File: config.mk
export PLATFORM = sky130hd
export DESIGN_NAME = sorted_list_engine
export DESIGN_NICKNAME = d
export VERILOG_FILES = /design/src/rtl/core/slist_pkg.sv /design/src/rtl/core/slist_datapath.sv /design/src/rtl/core/slist_ctrl.sv /design/src/rtl/core/sorted_list_engine.sv
export SDC_FILE = /design/constraint.sdc
export NUM_CORES = 2
export LEC_CHECK = 0
export ABC_CLOCK_PERIOD_IN_PS = 5700
export BUFFER_PORTS_ARGS = -buffer_cell sky130_fd_sc_hd__buf_2
export CORE_MARGIN = 2
export CORE_UTILIZATION = 35
export DETAILED_ROUTE_END_ITERATION = 10
export GPL_TIMING_DRIVEN = 0
export SYNTH_ARGS = -nofsm -noshare
export SYNTH_HDL_FRONTEND = slang
export SYNTH_SLANG_ARGS = --single-unit
File: constraint.sdc
create_clock -name clock -period 5.7 [get_ports clock]
set_input_delay 0.57 -clock clock [delete_from_list [all_inputs] [get_ports clock]]
set_output_delay 0.57 -clock clock [all_outputs]
set_load 0.01 [all_outputs]
File: src/rtl/core/slist_pkg.sv
`timescale 1ns / 1ps
`default_nettype none
// ----------------------------------------------------------------------------
// slist_pkg: shared definitions for the sorted list engine
// Operation and status codes, default capacity and the command / status
// bundles that run between the controller and the datapath.
// ----------------------------------------------------------------------------
package slist_pkg;

   localparam int DATA_W           = 32;
   localparam int CAPACITY_DEFAULT = 16;
   localparam int COUNT_W          = 5;

   // operation codes
   localparam logic [1:0] KIND_INSERT = 2'd0;
   localparam logic [1:0] KIND_DELETE = 2'd1;
   localparam logic [1:0] KIND_EDIT   = 2'd2;

   // result status codes
   localparam logic [1:0] ST_DONE    = 2'd0;
   localparam logic [1:0] ST_FULL    = 2'd1;
   localparam logic [1:0] ST_MISSING = 2'd2;

   // controller -> datapath
   typedef struct packed {
      logic       load_op;   // capture the request
      logic       ins_en;    // insert key into the cell row
      logic       del_en;    // remove key from the cell row
      logic       use_new;   // key is new_value instead of value
      logic       rsp_load;  // capture result into output registers
      logic [1:0] status;    // status code for the result
   } cmd_type;

   // datapath -> controller
   typedef struct packed {
      logic [1:0] kind;      // captured operation
      logic       found;     // key is stored
      logic       full;      // no free cell
   } sts_type;

endpackage
`default_nettype wire

File: src/rtl/core/slist_datapath.sv
`timescale 1ns / 1ps
`default_nettype none
// ----------------------------------------------------------------------------
// slist_datapath: compare-and-shift cell row
// Holds the request, the ascending row of value cells, the entry count and
// the output payload registers. Insert or delete shifts the whole row at once.
// ----------------------------------------------------------------------------
module slist_datapath
   import slist_pkg::*;
#(
   parameter int CAPACITY = CAPACITY_DEFAULT
) (
   input  wire logic                     clock,
   input  wire logic                     reset,
   input  wire cmd_type                  cmd,
   output sts_type                       sts,
   input  wire logic [1:0]               req_kind,
   input  wire logic signed [DATA_W-1:0] req_value,
   input  wire logic signed [DATA_W-1:0] req_new_value,
   output logic [1:0]                    rsp_status,
   output logic [COUNT_W-1:0]            rsp_count,
   output logic                          rsp_list_empty,
   output logic signed [DATA_W-1:0]      rsp_smallest
);

   localparam int CNT_W = $clog2(CAPACITY + 1);

   logic [1:0]               kind_ff;
   logic signed [DATA_W-1:0] value_ff;
   logic signed [DATA_W-1:0] new_value_ff;
   logic signed [DATA_W-1:0] cell_ff [CAPACITY];
   logic signed [DATA_W-1:0] cell_in [CAPACITY];
   logic [CNT_W-1:0]         count_ff;
   logic [CNT_W-1:0]         count_in;
   logic [CNT_W+COUNT_W-1:0] count_ext;
   logic signed [DATA_W-1:0] key;
   logic [CAPACITY-1:0]      valid;
   logic [CAPACITY-1:0]      below;
   logic [CAPACITY-1:0]      equal;
   logic                     full;
   logic signed [DATA_W-1:0] smallest_next;

   // request capture
   always_ff @(posedge clock) begin
      if (cmd.load_op) begin
         kind_ff      <= req_kind;
         value_ff     <= req_value;
         new_value_ff <= req_new_value;
      end
   end

   assign key  = cmd.use_new ? new_value_ff : value_ff;
   assign full = (count_ff == CNT_W'(CAPACITY));

   // per-cell compare and next value
   for (genvar i = 0; i < CAPACITY; i++) begin : g_cell
      logic signed [DATA_W-1:0] ins_val;
      logic signed [DATA_W-1:0] del_val;

      assign valid[i] = (CNT_W'(i) < count_ff);
      assign below[i] = valid[i] && (cell_ff[i] < key);
      assign equal[i] = valid[i] && (cell_ff[i] == key);

      // insert: keep smaller cells, drop key at boundary, shift rest up
      if (i == 0) begin : g_first
         assign ins_val = below[i] ? cell_ff[i] : key;
      end else begin : g_rest
         assign ins_val = below[i] ? cell_ff[i] : (below[i-1] ? key : cell_ff[i-1]);
      end

      // delete: keep smaller cells, pull rest down by one
      if (i == CAPACITY - 1) begin : g_last
         assign del_val = cell_ff[i];
      end else begin : g_inner
         assign del_val = below[i] ? cell_ff[i] : cell_ff[i+1];
      end

      assign cell_in[i] = cmd.ins_en ? ins_val : (cmd.del_en ? del_val : cell_ff[i]);
   end

   // cell row
   always_ff @(posedge clock) begin
      for (int j = 0; j < CAPACITY; j++) begin
         cell_ff[j] <= cell_in[j];
      end
   end

   // entry count
   always_comb begin
      count_in = count_ff;
      if (cmd.ins_en) begin
         count_in = count_ff + CNT_W'(1);
      end else if (cmd.del_en) begin
         count_in = count_ff - CNT_W'(1);
      end
   end

   always_ff @(posedge clock) begin
      if (reset) begin
         count_ff <= '0;
      end else begin
         count_ff <= count_in;
      end
   end

   // result payload, taken from the post-operation state
   assign count_ext     = {{COUNT_W{1'b0}}, count_in};
   assign smallest_next = (count_in == '0) ? '0 : cell_in[0];

   always_ff @(posedge clock) begin
      if (cmd.rsp_load) begin
         rsp_status     <= cmd.status;
         rsp_count      <= count_ext[COUNT_W-1:0];
         rsp_list_empty <= (count_in == '0);
         rsp_smallest   <= smallest_next;
      end
   end

   assign sts.kind  = kind_ff;
   assign sts.found = |equal;
   assign sts.full  = full;

   // checks
   a_count_bound : assert property (@(posedge clock) disable iff (reset)
      count_ff <= CNT_W'(CAPACITY))
      else $error("entry count above capacity");

   a_ins_not_full : assert property (@(posedge clock) disable iff (reset)
      cmd.ins_en |-> !full)
      else $error("insert issued into full row");

   a_del_found : assert property (@(posedge clock) disable iff (reset)
      cmd.del_en |-> (|equal) && !cmd.ins_en)
      else $error("delete issued without a match");

   a_ins_count : assert property (@(posedge clock) disable iff (reset)
      cmd.ins_en |=> count_ff == $past(count_ff) + CNT_W'(1))
      else $error("insert did not bump count");

endmodule
`default_nettype wire

File: src/rtl/core/slist_ctrl.sv
`timescale 1ns / 1ps
`default_nettype none
// ----------------------------------------------------------------------------
// slist_ctrl: operation sequencer
// Takes a request, runs insert, delete or edit (delete step then insert step
// if the old value is found) and owns the handshake state of both channels.
// ----------------------------------------------------------------------------
module slist_ctrl
   import slist_pkg::*;
(
   input  wire logic    clock,
   input  wire logic    reset,
   input  wire logic    req_valid,
   output logic         req_ready,
   output logic         rsp_valid,
   input  wire logic    rsp_ready,
   input  wire sts_type sts,
   output cmd_type      cmd
);

   localparam logic [1:0] S_IDLE = 2'd0;
   localparam logic [1:0] S_OP   = 2'd1;
   localparam logic [1:0] S_INS  = 2'd2;

   logic [1:0] state_ff;
   logic [1:0] state_in;
   logic       rsp_valid_ff;
   logic       rsp_valid_in;
   logic       slot_free;

   // output slot can take a result this cycle
   assign slot_free = !rsp_valid_ff || rsp_ready;
   assign req_ready = (state_ff == S_IDLE);

   // next state and commands
   always_comb begin
      state_in     = state_ff;
      cmd          = '0;
      cmd.load_op  = req_valid && req_ready;
      unique case (state_ff)
         S_IDLE: begin
            if (req_valid) begin
               state_in = S_OP;
            end
         end
         S_OP: begin
            if (sts.kind == KIND_EDIT && sts.found) begin
               // first half of edit: drop old value
               cmd.del_en = 1'b1;
               state_in   = S_INS;
            end else if (slot_free) begin
               cmd.rsp_load = 1'b1;
               state_in     = S_IDLE;
               case (sts.kind)
                  KIND_INSERT: begin
                     cmd.ins_en = !sts.full;
                     cmd.status = sts.full ? ST_FULL : ST_DONE;
                  end
                  KIND_DELETE: begin
                     cmd.del_en = sts.found;
                     cmd.status = sts.found ? ST_DONE : ST_MISSING;
                  end
                  KIND_EDIT: begin
                     cmd.status = ST_MISSING;
                  end
                  default: begin
                     cmd.status = ST_DONE;
                  end
               endcase
            end
         end
         S_INS: begin
            // second half of edit: place replacement
            cmd.use_new = 1'b1;
            if (slot_free) begin
               cmd.ins_en   = 1'b1;
               cmd.rsp_load = 1'b1;
               cmd.status   = ST_DONE;
               state_in     = S_IDLE;
            end
         end
         default: begin
            state_in = S_IDLE;
         end
      endcase
   end

   // output valid
   always_comb begin
      rsp_valid_in = rsp_valid_ff;
      if (cmd.rsp_load) begin
         rsp_valid_in = 1'b1;
      end else if (rsp_ready) begin
         rsp_valid_in = 1'b0;
      end
   end

   always_ff @(posedge clock) begin
      if (reset) begin
         state_ff     <= S_IDLE;
         rsp_valid_ff <= 1'b0;
      end else begin
         state_ff     <= state_in;
         rsp_valid_ff <= rsp_valid_in;
      end
   end

   assign rsp_valid = rsp_valid_ff;

   // checks
   a_load_slot : assert property (@(posedge clock) disable iff (reset)
      cmd.rsp_load |-> slot_free)
      else $error("result overwrote a pending transfer");

   a_edit_seq : assert property (@(posedge clock) disable iff (reset)
      state_ff == S_INS |-> $past(state_ff) == S_OP || $past(state_ff) == S_INS)
      else $error("edit insert step entered out of order");

   a_one_op : assert property (@(posedge clock) disable iff (reset)
      !(cmd.ins_en && cmd.del_en))
      else $error("insert and delete in the same cycle");

endmodule
`default_nettype wire

File: src/rtl/core/sorted_list_engine.sv
`timescale 1ns / 1ps
`default_nettype none
// ----------------------------------------------------------------------------
// sorted_list_engine: bounded ascending multiset of signed 32-bit values
// Insert, delete and edit on a row of compare-and-shift cells; one result
// per operation with status, count, empty flag and smallest value.
//
//   Channel  Dir  Ports                                  Transfer
//   req      in   req_kind, req_value, req_new_value     req_valid & req_ready
//   rsp      out  rsp_status, rsp_count, rsp_list_empty, rsp_valid & rsp_ready
//                 rsp_smallest
//
// Insert, delete and unknown codes run a capture step, then a cell-row update;
// edit runs capture, a delete step, then an insert step on the cell row if
// the old value is found. All entries are compared at once, so step counts do
// not depend on CAPACITY. Reset clears only the entry count; no sweep.
// A held result stalls the final step until the output register frees up;
// a new request is taken while a result waits.
// ----------------------------------------------------------------------------
module sorted_list_engine
   import slist_pkg::*;
#(
   parameter int CAPACITY = CAPACITY_DEFAULT
) (
   input  wire logic                     clock,
   input  wire logic                     reset,
   input  wire logic                     req_valid,
   output logic                          req_ready,
   input  wire logic [1:0]               req_kind,
   input  wire logic signed [DATA_W-1:0] req_value,
   input  wire logic signed [DATA_W-1:0] req_new_value,
   output logic                          rsp_valid,
   input  wire logic                     rsp_ready,
   output logic [1:0]                    rsp_status,
   output logic [COUNT_W-1:0]            rsp_count,
   output logic                          rsp_list_empty,
   output logic signed [DATA_W-1:0]      rsp_smallest
);

   cmd_type cmd;
   sts_type sts;

   slist_ctrl u_ctrl (
      .clock     (clock),
      .reset     (reset),
      .req_valid (req_valid),
      .req_ready (req_ready),
      .rsp_valid (rsp_valid),
      .rsp_ready (rsp_ready),
      .sts       (sts),
      .cmd       (cmd)
   );

   slist_datapath #(
      .CAPACITY (CAPACITY)
   ) u_datapath (
      .clock          (clock),
      .reset          (reset),
      .cmd            (cmd),
      .sts            (sts),
      .req_kind       (req_kind),
      .req_value      (req_value),
      .req_new_value  (req_new_value),
      .rsp_status     (rsp_status),
      .rsp_count      (rsp_count),
      .rsp_list_empty (rsp_list_empty),
      .rsp_smallest   (rsp_smallest)
   );

endmodule
`default_nettype wire
After elaboration in Yosys (flattened, before gate mapping)
Memories as Yosys holds them, arrays and structs flattened.
Cells that the tools add are included.
{ "op_classes": {"n_addsub": 2, "magnitude_cmp": 32, "eq_ne": 22, "mux": 102, "n_reduce_logical": 42} }
{ "ops": {"columns": ["cell", "n"], "rows": [
  ["2-to-1 mux 32 bit", 78],
  ["== test 32 bit", 16],
  ["less-than comparator 32 bit", 16],
  ["less-than comparator 4 x 5 -> 1 bit, first input constant", 8],
  ["logical AND 1 bit", 34],
  ["less-than comparator 3 x 5 -> 1 bit, first input constant", 4],
  ["OR reduction 16 bit", 1],
  ["one-hot mux 2 bit (3 select lines)", 2],
  ["less-than comparator 1 x 5 -> 1 bit, first input constant", 2],
  ["less-than comparator 2 x 5 -> 1 bit, first input constant", 2],
  ["2-to-1 mux 1 bit", 10],
  ["2-to-1 mux 2 bit", 5],
  ["2-to-1 mux 5 bit", 2],
  ["2-to-1 mux 3 bit", 3],
  ["one-hot mux 3 bit (2 select lines)", 1],
  ["adder 5 x 1 -> 5 bit, second input constant", 1],
  ["== test 5 bit, second input constant", 1],
  ["zero test 5 bit", 1],
  ["subtractor 5 x 1 -> 5 bit, second input constant", 1],
  ["== test 2 x 1 -> 1 bit, second input constant", 2],
  ["== test 2 bit, second input constant", 2],
  ["zero test 2 bit", 2],
  ["zero test 1 bit", 2],
  ["inequality test 2 bit, second input constant", 1],
  ["other kinds (3)", 3]
]} }
{ "word_totals": {"regBits": 114, "ramBits": 512, "inputBits": 70, "output_inout_bits": 42, "elab_cells": 211, "mem_count": 1} }
{ "memory_table": {"columns": ["name", "depth", "width", "read_ports", "rd_clocked_by_memory_dff", "wr", "line_no", "source"], "rows": [
  ["u_datapath.cell_ff", 16, 32, 16, 0, 16, "slist_datapath.sv:31", "logic signed [DATA_W-1:0] cell_ff [CAPACITY];"]
]} }

Logic depth before layout (Yosys ltp)
{ "logic_depth": {"word_depth": 13, "depth_mapped": 18, "ltp_nobuf": 14} }

By module
From an unflattened synthesis, not the netlist that was laid out.
{ "unflattened": {"cells_unflattened": 4100, "area_unflattened_um2": 42610.9} }
{ "modules_own_cells": {"columns": ["module", "instances", "cells_each", "area_each_um2", "seq_area_each_um2"], "rows": [
  ["slist_datapath", 1, 4058, 42298.1, 18337.6],
  ["slist_ctrl", 1, 42, 312.8, 60.1]
]} }

Worst setup path after synthesis
No wires, ideal clock.
{ "synth_path": {"path_kind": "reg-to-reg", "startpoint": "register u_ctrl.state_ff[0] (netlist name)", "endpoint": "memory u_datapath.cell_ff[13][0], in the netlist u_datapath.cell_ff[3][32], enable pin", "setup_time_ps": 461, "t_arrival_ps": 5642, "t_required_ps": 5239, "slack_ps": -404, "path_stages_with_launch": 16, "path_buffers": 3, "synth_period_minus_slack_ps": 6104, "path_cell_list": "dfxtp_1 -> inv_1 -> ha_1 -> clkbuf_1 -> buf_1 -> mux2_2 -> inv_1 -> ha_1 -> nand4_1 -> nor4_1 -> nand4_1 -> o2111ai_1 -> or4_4 -> a21oi_4 -> clkbuf_1 -> nor3_1"} }
{ "synth_rtl": {"columns": ["item", "line_no"], "rows": [
  ["end: declaration", "slist_datapath.sv:31"]
]} }

==> flow_summary.ini <==
[status]
status = finished clean

[cells_and_area]
nFillCells = 11040
final_cell_mix = edfxtp_1 (586), ha_1 (519), nand2_1 (367)
finalNetCount = 4697
final_common_cell = edfxtp_1
area_growth_pct = 16.74
final_cells = 5672
diodes = 0
drive_gt1_share_pct = 13.37

[routing]
wire_per_inst_um = 27.40
first_pass_iters = 8
route.detailed.drc = 0
drt_wl_total_mm = 155.4
vias = 34210
detail-route-antenna-nets = 0
via_per_inst = 6.031
drtIter0Drc = 4032

[logic_synthesis]
synth_top_area_share_pct = 43.43
synth_xor_xnor_area_share_pct = 0.1297
synth_area_leader_cell = edfxtp_1
synth_top_family_by_area = compound AO/OA/AOI/OAI gates
syn-instance-count = 3786
ys_warn_count = 0
yosys.area_share.simple_pct = 12.15
synth_cell_types = 73
synthArstFlopShare_pct = 0
synth_edf_count = 586
syn_area_um2 = 40520
synthesis.nets = 4376
ys_seq_area_share_pct = 45.40
synth_compound_area_share_pct = 19.14
synth_ff_type = edfxtp_1
syn_avg_cell_area_um2 = 10.70
ys_top_cells_by_area = edfxtp_1 (43%), ha_1 (16%), a221o_1 (4.8%), o221ai_1 (3.5%), nand2_1 (3.4%)
synthAdderAreaFrac_pct = 16.06
muxShareOfSynthArea_pct = 2.773
synth.ff_latch_count = 626

[global_route]
grt_pass1_wl_mm = 222.3
grt_max_degree = 36
grt_pass1_vias = 33890
grt_usage_pct = 25.71
grt-ovfl-total = 0
antenna_found_initial = 3

[worst_setup_path]
cp_max_fo = 24
worstPathArrival_ns = 5.97
r2r_cells = 16
end_kind = flip-flop
cp.required_ns = 6.03
crit_path_start_kind = flip-flop
crit_type = reg2reg

[floorplanning]
core_area_um2 = 114700
die_area_um2 = 118500
start_util_pct = 35.34
io_pins = 112
fp.dieW_um = 344.3
rows = 124
die_h_um = 344.3

[sta]
finalSetupViolCount = 0
tns_ns = 0
min_period_ns = 5.649
rsz0062_at_grt = false
fin_crit_sh_pct = 99.11
max_freq_ghz = 0.1770
skew_ns = 0.03103
worstMarginPinSlew_ns = 1.325
finalHoldViolCount = 0
slew_headroom_pct = 11.14
drv_slew = 0

[pwr]
p_total_uw = 11310
p_leak_uw = 0.01865
irDropWorstVdd_v = 0.0002832
powerDensity_nw_per_um2 = 239.0

[cts]
insertion_delay_ns = 0.65
cts_root_buffer = clkbuf_16
cts_buffers = 71
tritoncts = done
cts.sinks = 626
clk_path_buf_depth = 3
cts.clk_slew.worst_paths_ns = 0.06
cts_hold_buf = 0
htree_num_levels = 3

[min_path]
worstHoldPathCells = 1
min_path_type = in2reg

[run]
cap_violations = 0

[place]
hpwl_mm = 125.2
gp_congestion = 0.9765
numPortBuffers = 111
placed_cells = 5429
[metrics by stage]
step           hold slack [ns]  instance area, um2  utilization (%)  worst slack, ns
6_report                0.1011               47300            41.26          0.05089
3_5_place_dp            0.4985               43400            37.86           -2.848
3_3_place_gp            0.4970               42970            37.48           -5.081
4_1_cts                0.07749               47170            41.14         0.008263
2_1_floorplan           0.4686               40530                -          -0.4035
5_1_grt                0.09541               47300            41.26          0.01224
[cell usage after synthesis (6+ instances only)]
library cell    n
o2bb2ai_1      33
a21o_1        123
buf_2          13
nand3_1        26
a221o_1       194
a21oi_1       160
a31oi_1        10
nor4_1         26
inv_1         225
ha_1          520
mux2_2         65
buf_6           8
nor3_1         62
buf_1          14
o31ai_1        39
and2_1         41
clkbuf_1      189
a211oi_1       23
nand2b_1       15
o21ai_0       168
nor2b_1        45
o211ai_1       17
a211o_1         7
mux2i_1        38
nand2_1       367
edfxtp_1      586
dfxtp_1        40
nor3b_1         9
a21boi_0       38
o2111ai_1       6
o21a_1         20
or3_1           8
nor2_1        266
o221ai_1      163
o21bai_1        6
nand4_1       141
[per-layer routing]
| layer | global-route usage (%) | up-vias | part of all wire [%] |
|---|---|---|---|
| li1 | - | 15400 | - |
| met1 | 33.33 | 16700 | 40 |
| met2 | 40.77 | 1767 | 45 |
| met3 | 3.869 | 349 | 8.7 |
| met4 | 15.08 | 0 | 6.5 |
| met5 | 0 | - | 0 |
[flip-flops by register name (all words and copies together) (netlist names)]
register and flops:
u_datapath.rsp_status 2, u_datapath.kind_ff 2, u_ctrl.rsp_valid 1, u_datapath.rsp_smallest 32, u_datapath.count_ff 5, u_datapath.value_ff 32, u_datapath.rsp_list_empty 1, u_datapath.rsp_count 5
u_datapath.new_value_ff 32, u_datapath.cell_ff 512, u_ctrl.state_ff 2
[logic make-up after synthesis]
logic type	Yosys count
compound gates	1037
xor+xnor	6
fa+ha+maj	520
buf+inv	449
flops	626
mux	104
simple gates	1044
[cell type report]
class                      count  area, um2  share of cell area (%)
tap                         1512       1892                   3.999
clock buffer                  88       1966                   4.155
multi-input combinational   2713      20750                   43.87
clock inverter                38      350.3                  0.7406
buffer                       223      968.4                   2.047
inverter                     225      957.2                   2.023
timing repair buffer         247       2022                   4.274
sequential                   626      18400                   38.89
[what timing repair did]
item,in CTS,in global routing
hold endpoints to repair,0,0
buffers inserted,107,9
endpoints found under the setup margin,1079,414
gates cloned,2,0
pin swaps,4,2
gates resized for setup,103,16
[critical path: stages (launching register included)]
cell and delay [ns]:
dfxtp_1 0.33, inv_1 0.14, ha_4 0.28, clkbuf_8 0.28, mux2_2 0.38, clkinvlp_4 0.30, ha_1 0.37, a21o_1 0.16
a21o_1 0.17, a2111oi_0 0.46, o211ai_1 0.41, a221oi_1 0.38, o31ai_1 0.18, mux2i_4 0.47, clkbuf_2 0.33, nor2b_4 0.39
buf_12 0.24
[final timing paths]
path                                         start                               endpoint  slack [ns]
hold / removal                   req_new_value[11]  u_datapath.new_value_ff[11]$_DFFE_PP_        0.10
setup / recovery   u_ctrl.state_ff[0]$_SDFFE_PP0P_    u_datapath.cell_ff[1][38]$_DFFE_PP_        0.05
setup reg to reg   u_ctrl.state_ff[0]$_SDFFE_PP0P_    u_datapath.cell_ff[1][38]$_DFFE_PP_        0.05
hold reg to reg   u_datapath.cell_ff[0][0]$_DFF_P_       u_datapath.cell_ff[0][0]$_DFF_P_        0.51
[power by group]
part           switching, uW  leakage [uW]  total (uW)  internal, uW
Sequential              91.6       0.00567        5220          5130
Combinational            805        0.0119        1360           556
Clock                   2010       0.00113        4730          2720
No activity file was read; power rests on OpenSTA's default activity.
